[src/rtl/irads_pkg.sv]
`default_nettype none
package irads_pkg;

  localparam int CHANNELS_DEF = 2;
  localparam int WINDOW_DEF   = 10;

  localparam int CODE_W     = 12;
  localparam int VOLTS_W    = 19;
  localparam int ALPHA_W    = 9;
  localparam int COEF_W     = 32;
  localparam int DIST_W     = 24;
  localparam int T_W        = VOLTS_W;
  localparam int CFG_IDX_W  = 3;
  localparam int CFG_DATA_W = 32;

  localparam int VOLTS_FULL = 327680;

  localparam logic [CFG_IDX_W-1:0] CFG_ALPHA   = 3'd0;
  localparam logic [CFG_IDX_W-1:0] CFG_QUARTIC = 3'd1;
  localparam logic [CFG_IDX_W-1:0] CFG_CUBIC   = 3'd2;
  localparam logic [CFG_IDX_W-1:0] CFG_SQUARE  = 3'd3;
  localparam logic [CFG_IDX_W-1:0] CFG_LINEAR  = 3'd4;
  localparam logic [CFG_IDX_W-1:0] CFG_OFFSET  = 3'd5;

  typedef struct packed {
    logic signed [COEF_W-1:0] quartic;
    logic signed [COEF_W-1:0] cubic;
    logic signed [COEF_W-1:0] square;
    logic signed [COEF_W-1:0] linear;
    logic signed [COEF_W-1:0] offset;
  } coef_set_t;

  localparam logic [ALPHA_W-1:0] ALPHA_RST = 9'd102;
  localparam coef_set_t COEF_RST = '{
    quartic: 32'sd483000,
    cubic:   -32'sd4262173,
    square:  32'sd13810493,
    linear:  -32'sd20714507,
    offset:  32'sd14478259
  };

  typedef struct packed {
    logic           start;
    logic [T_W-1:0] t;
  } poly_req_t;

  typedef struct packed {
    logic                     done;
    logic signed [DIST_W-1:0] distance;
  } poly_rsp_t;

endpackage
`default_nettype wire

[src/rtl/irads_if.sv]
`default_nettype none
interface irads_sample_if
  import irads_pkg::*;
();
  logic              valid;
  logic              ready;
  logic              channel;
  logic [CODE_W-1:0] adc_code;

  modport source (output valid, channel, adc_code, input ready);
  modport sink   (input valid, channel, adc_code, output ready);
endinterface

interface irads_result_if
  import irads_pkg::*;
();
  logic                     valid;
  logic                     ready;
  logic                     out_channel;
  logic [VOLTS_W-1:0]       smoothed_volts;
  logic signed [DIST_W-1:0] distance;

  modport source (output valid, out_channel, smoothed_volts, distance, input ready);
  modport sink   (input valid, out_channel, smoothed_volts, distance, output ready);
endinterface
`default_nettype wire

[src/rtl/irads_poly.sv]
`default_nettype none
module irads_poly
  import irads_pkg::*;
(
  input  logic      clk,
  input  logic      rst,
  input  poly_req_t req,
  input  coef_set_t coef,
  output poly_rsp_t rsp
);

  localparam int ACC_W      = 43;
  localparam int LO_W       = 22;
  localparam int HI_W       = ACC_W - LO_W;
  localparam int PLO_W      = LO_W + T_W + 1;
  localparam int PHI_W      = HI_W + T_W + 1;
  localparam int FRAC_W     = 16;
  localparam int SPLIT_SH   = LO_W - FRAC_W;
  localparam int HALF_FRAC  = 1 << (FRAC_W - 1);
  localparam int DIST_FRAC  = 8;
  localparam int DIST_HALF  = 1 << (DIST_FRAC - 1);
  localparam int DIST_MAX_I = 8388607;
  localparam int DIST_MIN_I = -8388608;

  typedef enum logic [3:0] {
    P_IDLE = 4'b0001,
    P_MUL  = 4'b0010,
    P_ADD  = 4'b0100,
    P_RND  = 4'b1000
  } poly_state_t;

  poly_state_t              state;
  logic [1:0]               step;
  logic                     done;
  logic signed [DIST_W-1:0] dist_reg;
  logic signed [ACC_W-1:0]  acc;
  logic [T_W-1:0]           t_reg;
  logic [PLO_W-1:0]         p_lo;
  logic signed [PHI_W-1:0]  p_hi;

  logic signed [HI_W-1:0]   hi_part;
  logic signed [T_W:0]      t_s;
  logic signed [COEF_W-1:0] coef_sel;
  logic signed [ACC_W-1:0]  term_hi;
  logic signed [ACC_W-1:0]  term_lo;
  logic signed [ACC_W-1:0]  term_c;
  logic signed [ACC_W-1:0]  rnd;
  logic signed [ACC_W-1:0]  shifted;

  assign hi_part = acc[ACC_W-1:LO_W];
  assign t_s     = signed'({1'b0, t_reg});

  always_comb begin
    case (step)
      2'd0:    coef_sel = coef.cubic;
      2'd1:    coef_sel = coef.square;
      2'd2:    coef_sel = coef.linear;
      default: coef_sel = coef.offset;
    endcase
  end

  // high part carries no bits below the rounding point, so the shifts split cleanly
  assign term_hi = ACC_W'(p_hi) <<< SPLIT_SH;
  assign term_lo = signed'(ACC_W'(p_lo >> FRAC_W));
  assign term_c  = ACC_W'(coef_sel);
  assign rnd     = acc + ACC_W'(DIST_HALF);
  assign shifted = rnd >>> DIST_FRAC;

  always_ff @(posedge clk) begin
    if (rst) begin
      state <= P_IDLE;
      step  <= '0;
      done  <= 1'b0;
    end else begin
      done <= 1'b0;
      unique case (state)
        P_IDLE: begin
          if (req.start) begin
            step  <= '0;
            state <= P_MUL;
          end
        end
        P_MUL: state <= P_ADD;
        P_ADD: begin
          step <= step + 2'd1;
          if (step == 2'd3) begin
            state <= P_RND;
          end else begin
            state <= P_MUL;
          end
        end
        P_RND: begin
          done  <= 1'b1;
          state <= P_IDLE;
        end
        default: state <= P_IDLE;
      endcase
    end
  end

  always_ff @(posedge clk) begin
    if (state == P_IDLE && req.start) begin
      acc   <= ACC_W'(coef.quartic);
      t_reg <= req.t;
    end
    if (state == P_MUL) begin
      p_lo <= PLO_W'(acc[LO_W-1:0]) * PLO_W'(t_reg) + PLO_W'(HALF_FRAC);
      p_hi <= hi_part * t_s;
    end
    if (state == P_ADD) begin
      acc <= term_hi + term_lo + term_c;
    end
    if (state == P_RND) begin
      if (shifted > ACC_W'(DIST_MAX_I)) begin
        dist_reg <= DIST_W'(DIST_MAX_I);
      end else if (shifted < ACC_W'(DIST_MIN_I)) begin
        dist_reg <= DIST_W'(DIST_MIN_I);
      end else begin
        dist_reg <= DIST_W'(shifted);
      end
    end
  end

  assign rsp.done     = done;
  assign rsp.distance = dist_reg;

endmodule
`default_nettype wire

[src/rtl/ir_adc_smoothing_distance_unit.sv]
// IR distance sensor conditioning, one converter sample in, one distance out.
// sample channel: valid/ready transfer of channel and adc_code. result channel:
// valid/ready transfer of out_channel, smoothed_volts (Q3.16) and distance
// (signed, 1/256 units, saturated). The user must write registers through
// cfg_we, cfg_index and cfg_data only while the block is idle; the block
// itself does not enforce this. One sample is processed at a time: channel
// record read, low-pass update, ring read and write-back, the divide by the
// window length, then the quartic in a shared two-partial-product multiplier,
// a multiply and an add per Horner step. The result becomes valid as the block
// returns to idle, so a new sample is taken only after the last is through.
// The result sits in an output register; a stalled receiver lets the next
// sample in, and that one then waits at the end until the register is free.
// Reset clears registers to their defaults and empties filter and ring state
// at once (per-channel valid and ring-full flags, no clearing pass).
// A sample for a channel beyond CHANNELS is taken and dropped.
`default_nettype none
module ir_adc_smoothing_distance_unit
  import irads_pkg::*;
#(
  parameter int CHANNELS = CHANNELS_DEF,
  parameter int WINDOW   = WINDOW_DEF
) (
  input  logic                  clk,
  input  logic                  rst,
  input  logic                  cfg_we,
  input  logic [CFG_IDX_W-1:0]  cfg_index,
  input  logic [CFG_DATA_W-1:0] cfg_data,
  irads_sample_if.sink          sample,
  irads_result_if.source        result
);

  localparam int CH_AW    = (CHANNELS > 1) ? $clog2(CHANNELS) : 1;
  localparam int POS_W    = (WINDOW > 1) ? $clog2(WINDOW) : 1;
  localparam int WA_W     = (CHANNELS * WINDOW > 1) ? $clog2(CHANNELS * WINDOW) : 1;
  localparam int SUM_W    = $clog2(WINDOW * VOLTS_FULL + 1);
  localparam int X_W      = $clog2(WINDOW * VOLTS_FULL + WINDOW / 2 + 1);
  localparam int DIV_S    = X_W;
  localparam int DIV_MW   = DIV_S + 1;
  localparam int PROD_W   = X_W + DIV_MW;
  localparam logic [DIV_MW-1:0] DIV_M = DIV_MW'((64'd1 << DIV_S) / WINDOW);
  localparam int LP_W     = VOLTS_W + ALPHA_W;
  localparam int ALPHA_ONE  = 256;
  localparam int ALPHA_SH   = 8;
  localparam int ALPHA_HALF = 128;
  localparam int ADC_SH     = 12;
  localparam int ADC_FULL   = 4095;
  localparam int ADC_HALF   = 2047;
  localparam int VOLTS_LSB  = 80;

  typedef struct packed {
    logic [VOLTS_W-1:0] lp;
    logic [SUM_W-1:0]   sum;
    logic [POS_W-1:0]   pos;
  } chan_rec_t;

  typedef enum logic [6:0] {
    S_IDLE  = 7'b0000001,
    S_RDCH  = 7'b0000010,
    S_RDWIN = 7'b0000100,
    S_DIV1  = 7'b0001000,
    S_DIV2  = 7'b0010000,
    S_POLY  = 7'b0100000,
    S_HOLD  = 7'b1000000
  } state_t;

  // code * 327680 / 4095 rounded: 327680 = 80 * 4095 + 80, so only a small
  // quotient of at most 80 is left over
  function automatic logic [VOLTS_W-1:0] code_to_volts(input logic [CODE_W-1:0] code);
    logic [VOLTS_W-1:0] base;
    logic [VOLTS_W-1:0] y;
    logic [VOLTS_W-ADC_SH-1:0] q0;
    logic [ADC_SH:0] r;
    base = VOLTS_W'(code) * VOLTS_W'(VOLTS_LSB);
    y    = base + VOLTS_W'(ADC_HALF);
    q0   = y[VOLTS_W-1:ADC_SH];
    r    = {1'b0, y[ADC_SH-1:0]} + (ADC_SH+1)'(q0);
    return base + VOLTS_W'(q0) + VOLTS_W'(r >= (ADC_SH+1)'(ADC_FULL));
  endfunction

  state_t                   state;
  logic [ALPHA_W-1:0]       alpha;
  coef_set_t                coef;
  logic [CHANNELS-1:0]      chan_valid;
  logic [CHANNELS-1:0]      ring_full;
  logic                     out_valid;

  logic                     ch_bit;
  logic [CH_AW-1:0]         ch_idx;
  logic [VOLTS_W-1:0]       volts_reg;
  logic [VOLTS_W-1:0]       lp_reg;
  logic [SUM_W-1:0]         sum_old;
  logic [POS_W-1:0]         pos_new;
  logic [WA_W-1:0]          win_addr;
  logic [SUM_W-1:0]         sum_reg;
  logic [PROD_W-1:0]        prod_reg;
  logic [T_W-1:0]           avg_reg;
  logic                     out_ch;
  logic [VOLTS_W-1:0]       out_volts;
  logic signed [DIST_W-1:0] out_dist;

  chan_rec_t                chan_mem [CHANNELS];
  logic [VOLTS_W-1:0]       win_mem  [CHANNELS*WINDOW];
  chan_rec_t                chan_rd;
  logic [VOLTS_W-1:0]       win_rd;

  logic                     sample_fire;
  logic                     in_ok;
  logic [CH_AW-1:0]         in_idx;
  chan_rec_t                rec_cur;
  logic [ALPHA_W-1:0]       alpha_eff;
  logic [LP_W-1:0]          lp_sum;
  logic [VOLTS_W-1:0]       lp_new;
  logic [POS_W-1:0]         pos_next;
  logic [WA_W-1:0]          win_addr_next;
  logic [VOLTS_W-1:0]       old_val;
  logic [SUM_W-1:0]         sum_new;
  logic [X_W-1:0]           div_x;
  logic [T_W-1:0]           q_est;
  logic [X_W-1:0]           div_r;
  logic [T_W-1:0]           avg_next;
  logic                     out_free;
  logic                     out_load;
  poly_req_t                poly_req;
  poly_rsp_t                poly_rsp;

  assign sample.ready = (state == S_IDLE);
  assign sample_fire  = sample.valid && sample.ready;
  assign in_ok        = (int'(sample.channel) < CHANNELS);
  assign in_idx       = CH_AW'(sample.channel);

  // entries never written since reset read as zero
  assign rec_cur   = chan_valid[ch_idx] ? chan_rd : '0;
  assign alpha_eff = (alpha > ALPHA_W'(ALPHA_ONE)) ? ALPHA_W'(ALPHA_ONE) : alpha;
  assign lp_sum    = LP_W'(alpha_eff) * LP_W'(volts_reg)
                   + LP_W'(ALPHA_W'(ALPHA_ONE) - alpha_eff) * LP_W'(rec_cur.lp)
                   + LP_W'(ALPHA_HALF);
  assign lp_new    = lp_sum[ALPHA_SH +: VOLTS_W];
  assign pos_next  = (rec_cur.pos == POS_W'(WINDOW - 1)) ? '0 : rec_cur.pos + POS_W'(1);
  assign win_addr_next = WA_W'(ch_idx) * WA_W'(WINDOW) + WA_W'(pos_next);

  assign old_val  = ring_full[ch_idx] ? win_rd : '0;
  assign sum_new  = sum_old - SUM_W'(old_val) + SUM_W'(lp_reg);

  // reciprocal estimate is low by at most one
  assign div_x    = X_W'(sum_reg) + X_W'(WINDOW / 2);
  assign q_est    = prod_reg[DIV_S +: T_W];
  assign div_r    = div_x - X_W'(q_est) * X_W'(WINDOW);
  assign avg_next = q_est + T_W'(div_r >= X_W'(WINDOW));

  assign poly_req.start = (state == S_DIV2);
  assign poly_req.t     = avg_next;

  assign out_free = !out_valid || result.ready;
  assign out_load = ((state == S_POLY && poly_rsp.done) || state == S_HOLD) && out_free;

  irads_poly u_poly (
    .clk (clk),
    .rst (rst),
    .req (poly_req),
    .coef(coef),
    .rsp (poly_rsp)
  );

  always_ff @(posedge clk) begin
    if (rst) begin
      state      <= S_IDLE;
      out_valid  <= 1'b0;
      chan_valid <= '0;
      ring_full  <= '0;
      alpha      <= ALPHA_RST;
      coef       <= COEF_RST;
    end else begin
      if (cfg_we) begin
        unique case (cfg_index)
          CFG_ALPHA:   alpha        <= cfg_data[ALPHA_W-1:0];
          CFG_QUARTIC: coef.quartic <= signed'(cfg_data);
          CFG_CUBIC:   coef.cubic   <= signed'(cfg_data);
          CFG_SQUARE:  coef.square  <= signed'(cfg_data);
          CFG_LINEAR:  coef.linear  <= signed'(cfg_data);
          CFG_OFFSET:  coef.offset  <= signed'(cfg_data);
          default: ;
        endcase
      end
      if (result.valid && result.ready) begin
        out_valid <= 1'b0;
      end
      if (out_load) begin
        out_valid <= 1'b1;
      end
      unique case (state)
        S_IDLE: begin
          if (sample_fire && in_ok) begin
            state <= S_RDCH;
          end
        end
        S_RDCH: state <= S_RDWIN;
        S_RDWIN: begin
          chan_valid[ch_idx] <= 1'b1;
          // the write at slot zero completes the first lap of the ring
          if (pos_new == '0) begin
            ring_full[ch_idx] <= 1'b1;
          end
          state <= S_DIV1;
        end
        S_DIV1: state <= S_DIV2;
        S_DIV2: state <= S_POLY;
        S_POLY: begin
          if (poly_rsp.done) begin
            state <= out_free ? S_IDLE : S_HOLD;
          end
        end
        S_HOLD: begin
          if (out_free) begin
            state <= S_IDLE;
          end
        end
        default: state <= S_IDLE;
      endcase
    end
  end

  always_ff @(posedge clk) begin
    if (sample_fire) begin
      ch_bit    <= sample.channel;
      ch_idx    <= in_idx;
      volts_reg <= code_to_volts(sample.adc_code);
    end
    if (state == S_RDCH) begin
      lp_reg   <= lp_new;
      sum_old  <= rec_cur.sum;
      pos_new  <= pos_next;
      win_addr <= win_addr_next;
    end
    if (state == S_RDWIN) begin
      sum_reg <= sum_new;
    end
    if (state == S_DIV1) begin
      prod_reg <= PROD_W'(div_x) * PROD_W'(DIV_M);
    end
    if (state == S_DIV2) begin
      avg_reg <= avg_next;
    end
    if (out_load) begin
      out_ch    <= ch_bit;
      out_volts <= avg_reg;
      out_dist  <= poly_rsp.distance;
    end
  end

  // channel records: read on the sample transfer, written back in S_RDWIN
  always_ff @(posedge clk) begin
    if (sample_fire && in_ok) begin
      chan_rd <= chan_mem[in_idx];
    end
    if (state == S_RDWIN) begin
      chan_mem[ch_idx] <= '{lp: lp_reg, sum: sum_new, pos: pos_new};
    end
  end

  always_ff @(posedge clk) begin
    if (state == S_RDCH) begin
      win_rd <= win_mem[win_addr_next];
    end
    if (state == S_RDWIN) begin
      win_mem[win_addr] <= lp_reg;
    end
  end

  assign result.valid          = out_valid;
  assign result.out_channel    = out_ch;
  assign result.smoothed_volts = out_volts;
  assign result.distance       = out_dist;

endmodule
`default_nettype wire

[src/flat_wrapper.sv]
// flat-port wrapper written by rule: the top's interface ports become plain ports
module ir_adc_smoothing_distance_unit_flat import irads_pkg::*;
#(
  parameter int CHANNELS = CHANNELS_DEF,
  parameter int WINDOW   = WINDOW_DEF
)
  (clk, rst, cfg_we, cfg_index, cfg_data, sample_valid, sample_channel, sample_adc_code, sample_ready, result_valid, result_out_channel, result_smoothed_volts, result_distance, result_ready);
  irads_sample_if sample_i ();
  irads_result_if result_i ();
  input  logic clk;
  input  logic rst;
  input  logic cfg_we;
  input  logic [CFG_IDX_W-1:0] cfg_index;
  input  logic [CFG_DATA_W-1:0] cfg_data;
  input wire logic [$bits(sample_i.valid)-1:0] sample_valid;
  input wire logic [$bits(sample_i.channel)-1:0] sample_channel;
  input wire logic [$bits(sample_i.adc_code)-1:0] sample_adc_code;
  output wire logic [$bits(sample_i.ready)-1:0] sample_ready;
  output wire logic [$bits(result_i.valid)-1:0] result_valid;
  output wire logic [$bits(result_i.out_channel)-1:0] result_out_channel;
  output wire logic [$bits(result_i.smoothed_volts)-1:0] result_smoothed_volts;
  output wire logic [$bits(result_i.distance)-1:0] result_distance;
  input wire logic [$bits(result_i.ready)-1:0] result_ready;
  assign sample_i.valid = sample_valid;
  assign sample_i.channel = sample_channel;
  assign sample_i.adc_code = sample_adc_code;
  assign sample_ready = sample_i.ready;
  assign result_valid = result_i.valid;
  assign result_out_channel = result_i.out_channel;
  assign result_smoothed_volts = result_i.smoothed_volts;
  assign result_distance = result_i.distance;
  assign result_i.ready = result_ready;
  ir_adc_smoothing_distance_unit #(.CHANNELS(CHANNELS), .WINDOW(WINDOW)) u_core (.clk(clk), .rst(rst), .cfg_we(cfg_we), .cfg_index(cfg_index), .cfg_data(cfg_data), .sample(sample_i), .result(result_i));
endmodule
[config.mk]
export PLATFORM = sky130hd
export DESIGN_NAME = ir_adc_smoothing_distance_unit_flat
export DESIGN_NICKNAME = d
export VERILOG_FILES = /design/src/rtl/irads_pkg.sv /design/src/rtl/irads_if.sv /design/src/rtl/irads_poly.sv /design/src/rtl/ir_adc_smoothing_distance_unit.sv /design/src/flat_wrapper.sv
export SDC_FILE = /design/constraint.sdc
export NUM_CORES = 2
export LEC_CHECK = 0
export ABC_CLOCK_PERIOD_IN_PS = 11700
export BUFFER_PORTS_ARGS = -buffer_cell sky130_fd_sc_hd__buf_4
export CORE_MARGIN = 8
export CORE_UTILIZATION = 60
export DETAILED_ROUTE_END_ITERATION = 12
export PLACE_DENSITY = 0.84
export SLEW_MARGIN = 10
export SYNTH_ARGS = -nofsm -noshare
export SYNTH_HDL_FRONTEND = slang
export SYNTH_SLANG_ARGS = --single-unit
[constraint.sdc]
create_clock -name clk -period 11.7 [get_ports clk]
set_input_delay 1.755 -clock clk [delete_from_list [all_inputs] [get_ports clk]]
set_output_delay 1.755 -clock clk [all_outputs]
set_load 0.03 [all_outputs]
======== Word-level counts from Yosys, hierarchy flattened ========
Memory sizes are Yosys's and may differ from the RTL's. A register that Yosys moved wholly into a read port is not among the register bits.
Cells that the tools add are included.
storage, ports and cells
  register bits ........................... 548
  memory bits (writable) .................. 470
  logic and storage cells ................. 145
  memories kept ........................... 2
memory list
  memory           depth  width  read ports  clocked after Yosys merged registers in  write ports  line                                   text
  u_core.win_mem   20     19     1           1                                        1            ir_adc_smoothing_distance_unit.sv:102  logic [VOLTS_W-1:0] win_mem [CHANNELS*WINDOW];
  u_core.chan_mem  2      45     1           1                                        1            ir_adc_smoothing_distance_unit.sv:101  chan_rec_t chan_mem [CHANNELS];
cells by class
  magnitude comparators ................... 7
  eq/ne operators ......................... 24
  $mul .................................... 8
  reductions and logical operators ........ 24
  bitwise operators ....................... 2
  multiplexer cells ....................... 29
  $add $sub $neg .......................... 19
operator list
  kind                                                                                count
  32-bit case mux with 3 select lines                                                 1
  43-bit 2-to-1 mux                                                                   2
  7-bit case mux with 7 select lines                                                  1
  45-bit 2-to-1 mux                                                                   1
  43-bit by 27-bit adder with 43-bit output                                           1
  43-bit by 32-bit adder with 43-bit output                                           1
  43-bit by 9-bit adder with 43-bit output (second input constant)                    1
  41-bit by 16-bit adder with 42-bit output (second input constant)                   1
  22-bit by 19-bit multiplier with 41-bit output                                      1
  22-bit by 18-bit multiplier with 40-bit output (second input constant)              1
  19-bit by 1-bit adder with 19-bit output                                            2
  21-bit by 20-bit multiplier with 37-bit output                                      1
  35-bit by 24-bit greater-than comparator with 1-bit output (second input constant)  1
  35-bit by 24-bit less-than comparator with 1-bit output (second input constant)     1
  28-bit by 19-bit multiplier with 27-bit output                                      1
  7-bit 2-to-1 mux                                                                    4
  27-bit adder                                                                        1
  27-bit by 8-bit adder with 27-bit output (second input constant)                    1
  9-bit by 19-bit multiplier with 27-bit output                                       1
  24-bit 2-to-1 mux                                                                   1
  22-bit by 19-bit adder with 22-bit output                                           1
  22-bit by 3-bit adder with 22-bit output (second input constant)                    1
  22-bit by 4-bit >= comparator with 1-bit output (second input constant)             1
  22-bit by 19-bit subtractor with 22-bit output                                      1
  51 further kinds                                                                    84

======== Depth between registers and ports, before layout ========
  depth in word-level cells ............... 6
  mapped depth ............................ 35

======== Cells and area by module ========
Synthesis repeated with hierarchy kept, for this count alone.
second synthesis, totals
  cell total of the unflattened synthesis .. 8599
  area, all modules ....................... 92652.6 sq um
modules (own cells, without submodules)
  module                          cells each  sequential area each (sq um)  times used  area each (sq um)
  ir_adc_smoothing_distance_unit  4498        24853.8                       1           54691.2
  irads_poly                      4101        4614.4                        1           37961.4

======== Worst setup path after synthesis ========
OpenSTA, ideal clock, no wires.
  path kind ............................... register to register
  start point ............................. reg u_core.alpha[8]
  end point ............................... reg u_core.lp_reg[18], data pin
  required time ........................... 11.434 ns
  arrival ................................. 7.872 ns
  clock period less this slack ............ 8.138 ns
  path buffers ............................ 3
  stages on the path, launching flop included .. 33
  path slack .............................. 3.562 ns
  cell sequence ........................... dfxtp_1 -> nor2b_1 -> buf_2 -> inv_1 -> clkbuf_1 -> ha_1 -> nand2_1 -> or3_1 -> xnor2_1 -> clkbuf_1 -> nor2_1 -> fa_1 -> fa_1 -> inv_1 -> fa_1 -> inv_1 -> ha_1 -> fa_1 -> fa_1 -> inv_1 -> fa_1 -> inv_1 -> ha_1 -> ha_1 -> or2_2 -> o22a_1 -> o21a_1 -> o211ai_2 -> o22ai_2 -> a211oi_2 -> nor3_1 -> a2111oi_2 -> xnor2_1
between the ends
  longest elaborated chain between the ends .. 6
  elaborated cells on any way between the ends .. 7
  classes of those cells .................. 3 x add/sub; 2 x mul; 1 x order compare; 1 x mux
ends and longest elaborated chain
  what                                            line                                   text
  start: declaration                              ir_adc_smoothing_distance_unit.sv:81   logic [ALPHA_W-1:0] alpha;
  start signal: assignment                        ir_adc_smoothing_distance_unit.sv:175  CFG_ALPHA: alpha <= cfg_data[ALPHA_W-1:0];
  9-bit greater-than comparator                   ir_adc_smoothing_distance_unit.sv:133  assign alpha_eff = (alpha > ALPHA_W'(ALPHA_ONE)) ? ALPHA_W'(ALPHA_ONE) : alpha;
  9-bit 2-to-1 mux (*)                            ir_adc_smoothing_distance_unit.sv:133
  9-bit by 9-bit subtractor with 10-bit output    ir_adc_smoothing_distance_unit.sv:135  + LP_W'(ALPHA_W'(ALPHA_ONE) - alpha_eff) * LP_W'(rec_cur.lp)
  28-bit by 19-bit multiplier with 27-bit output  ir_adc_smoothing_distance_unit.sv:135
  27-bit adder (*)                                ir_adc_smoothing_distance_unit.sv:135
  27-bit by 8-bit adder with 27-bit output (*)    ir_adc_smoothing_distance_unit.sv:136  + LP_W'(ALPHA_HALF);
  named net u_core.lp_sum[26]                     ir_adc_smoothing_distance_unit.sv:111  logic [LP_W-1:0] lp_sum;
  end signal: assignment                          ir_adc_smoothing_distance_unit.sv:229  lp_reg <= lp_new;
  end: declaration                                ir_adc_smoothing_distance_unit.sv:90   logic [VOLTS_W-1:0] lp_reg;
Mark *: on every way through the listed nets, which the timed path passes. The rest lies on a longest branch.
A chain may end at the register's enable or synchronous reset.

======== Worst setup path in the final report ========
Same ends and word-level chain as after synthesis.

==> impl_metrics.json <==
{
  "vias": 64013,
  "cp_common_cell": "fa_1",
  "gp_congestion": 0.951,
  "cts_resized": 0,
  "grt_pass1_vias": 68956,
  "track_usage_pct": 28.2,
  "final-setup-viol-count": 0,
  "regArea_um2": 29500,
  "ys_warn_count": 0,
  "grt_first_pass_wirelength_um": 376000,
  "grt_max_degree": 102,
  "multiInputGateArea_um2": 57500,
  "synth_edf_count": 856,
  "largest_reg_flops": 380,
  "outcome": "finished, final reports clean",
  "postCtsSetupBuffers": 0,
  "post-dp-hpwl_um": 173000,
  "slowest_stage": "xor2_1",
  "core_um2": 156000,
  "cts_buffers": 104,
  "cts_buffer_depth": 3,
  "layout.nets": 10761,
  "grt.overflow.total": 0,
  "synth-seq-cells": 1044,
  "use_met1_pct": 35.5,
  "ant_nets": 0,
  "synth_compound_area_share_pct": 4.96,
  "drv_slew": 0,
  "final_common_cell": "inv_1",
  "avgSynthCellArea_um2": 10.8,
  "synth_cell_types": 93,
  "synth-xor-area-share_pct": 2.94,
  "irDropWorstVdd_mv": 0.958,
  "path_class": "register to register",
  "drt_pass1_iterations": 9,
  "worst_setup_path_end_kind": "register",
  "die_w_um": 412,
  "synthSimpleGateAreaFrac_pct": 12.2,
  "slew_headroom_pct": 10.3,
  "crit_path_max_fanout": 36,
  "syn2layout_area_growth_pct": 7.12,
  "top_usage_layer": "met2",
  "row_count": 145,
  "drt_iter0_markers": 5992,
  "max_freq_mhz": 106,
  "layout_common_cells": "1649 x inv_1, 1280 x fa_1, 1139 x nand2_1, 856 x edfxtp_1, 727 x ha_1",
  "clock-sinks": 1044,
  "io_pins": 99,
  "synth_mux_area_share_pct": 3.67,
  "cts_root_buf": "clkbuf_16",
  "cp.arrival_ps": 9960,
  "fillCellCount": 11325,
  "rsz0062_at_grt": "no",
  "cts_tree": "yes",
  "max_stage_delay_ps": 740,
  "cp_data_required_time_ps": 12190,
  "timing.max_cap.violations": 0,
  "drc": 0,
  "power_density_nw_per_um2": 223,
  "die_height_um": 412,
  "synth_ff_type": "edfxtp_1",
  "leakage_nw": 45.2,
  "wl_um": 237000,
  "crit_family": "adder cells",
  "fin_crit_sh_pct": 80.9,
  "insertion_delay_ps": 760,
  "tns_ps": 0,
  "ys_async_sr_fraction_pct": 0,
  "grtUsageMet2_pct": 48.2,
  "io_buffer_count": 98,
  "dp_cells": 10652,
  "synth_adder_area_share_pct": 36.9,
  "cts_max_level": 3,
  "final_hold_viol_count": 0,
  "synth_cells": 8700,
  "reg_top3": "u_core.win_mem: 380 flops, u_core.coef: 160 flops, u_core.chan_mem: 90 flops",
  "start_util_pct": 60.4,
  "final.min_clock_period_ps": 9470,
  "crit_buf_inv": 6,
  "yosysSeqAreaShare_pct": 31.3,
  "syn-cell-area_um2": 94200,
  "antenna_found_initial": 3,
  "cts_hold_buffers": 0,
  "clk_pin_slew_ps": 60,
  "fin_cells": 10844,
  "finClkSkew_ps": 74.7,
  "synth_top_family_by_area": "adder cells",
  "hold_path.class": "register to register",
  "startpoint_type": "register",
  "use_met3_pct": 4.66,
  "largest-register": "u_core.win_mem",
  "layout-drive-gt1-share_pct": 7.32,
  "die_area_um2": 170000,
  "via_per_inst": 5.90,
  "max_slew.worst_pin.slew_ps": 1350,
  "fin_hold_ws_ps": 412,
  "wl_per_cell_um": 21.8
}
-- kinds of logic (layout without fill, tap and decap cells) --
group | after synthesis | count (layout)
AOI/OAI and AO/OA | 713 | 713
xor gates and xnor gates | 314 | 314
adders and majority gates | 2008 | 2008
buffers and inverters | 2017 | 2055
DFF | 1044 | 1044
muxes | 195 | 195
other | 2 | 50
and+or+nand+nor | 2407 | 2407
-- synthesized netlist by cell type, drive strengths merged, types with 16 or more instances --
cell	number	area share (%)
a222oi	32	0.34
a21o	75	0.60
nand3b	101	0.80
xnor2	196	1.8
o31ai	21	0.18
o21a	37	0.30
a31oi	22	0.15
mux4	114	2.7
nor2b	63	0.42
inv	1651	6.6
nand3	119	0.64
o21bai	16	0.13
o211ai	23	0.19
buf	43	0.20
nand4	30	0.21
ha	728	9.7
clkbuf	323	1.3
a21oi	209	1.1
nand2b	35	0.23
dfxtp	188	4.0
a211oi	17	0.14
nor2	285	1.1
edfxtp	856	27
or3	23	0.15
fa	1280	27
o21ai	165	0.88
nand2	1142	4.6
and2	444	2.9
and3	42	0.28
mux2	67	0.80
nor3	62	0.33
xor2	118	1.1
-- area by class of cell --
type                            instances  area share (%)
Tap cell                             2058            2.55
Clock buffer                          132            2.78
Inverter                             1651            6.14
Clock inverter                         58           0.755
Antenna cell                            2         0.00496
Multi-Input combinational cell       5685            57.0
Sequential cell                      1044            29.2
Timing Repair Buffer                  214            1.59
-- final timing paths --
| kind | cells past startpoint | to | startpoint | slack, ps |
|---|---|---|---|---|
| max | 29 | u_core.lp_reg[18] | u_core.alpha[8] | 2230 |
| min | 0 | u_core.result.smoothed_volts[10] | u_core.avg_reg[10] | 410 |
| max reg2reg | 29 | u_core.lp_reg[18] | u_core.alpha[8] | 2230 |
| min reg2reg | 0 | u_core.result.smoothed_volts[10] | u_core.avg_reg[10] | 410 |
-- layer usage --
metal | share of wire, % | vias to the layer above | routed length [µm]
li1 | - | 27782 | -
met1 | 37 | 32180 | 86900
met2 | 50 | 3290 | 118000
met3 | 8.6 | 761 | 20300
met4 | 5.0 | 0 | 11900
met5 | 0 | - | 0
-- metrics by stage --
stage	power [mW]	setup WS, ps	utilization [%]	instance area (µm²)
global placement	17.4	2670	62.4	97400
floorplan	15.0	3560	-	94400
finish	22.5	2230	64.7	101000
CTS	22.4	2300	64.7	101000
global route	24.1	1850	64.7	101000
detailed placement	18.5	2430	62.4	97400
-- worst reg2reg max path, delay by kind of cell, from the launching register on --
kind / cells / cell delay (ps)
adders and majority gates: 10 / 4430
xor gates and xnor gates: 2 / 870
and+or+nand+nor: 6 / 1150
buffers and inverters: 6 / 1160
DFF: 1 / 320
AOI/OAI and AO/OA: 5 / 1290
-- power breakdown --
part	leakage [nW]	internal [mW]	total, mW	switching, mW
Combinational	34.2	5.64	13.4	7.80
Sequential	9.26	5.18	5.52	0.342
Clock	1.73	1.98	3.50	1.52
Total	45.2	12.8	22.5	9.66
Power figures use the tool's default switching activity.
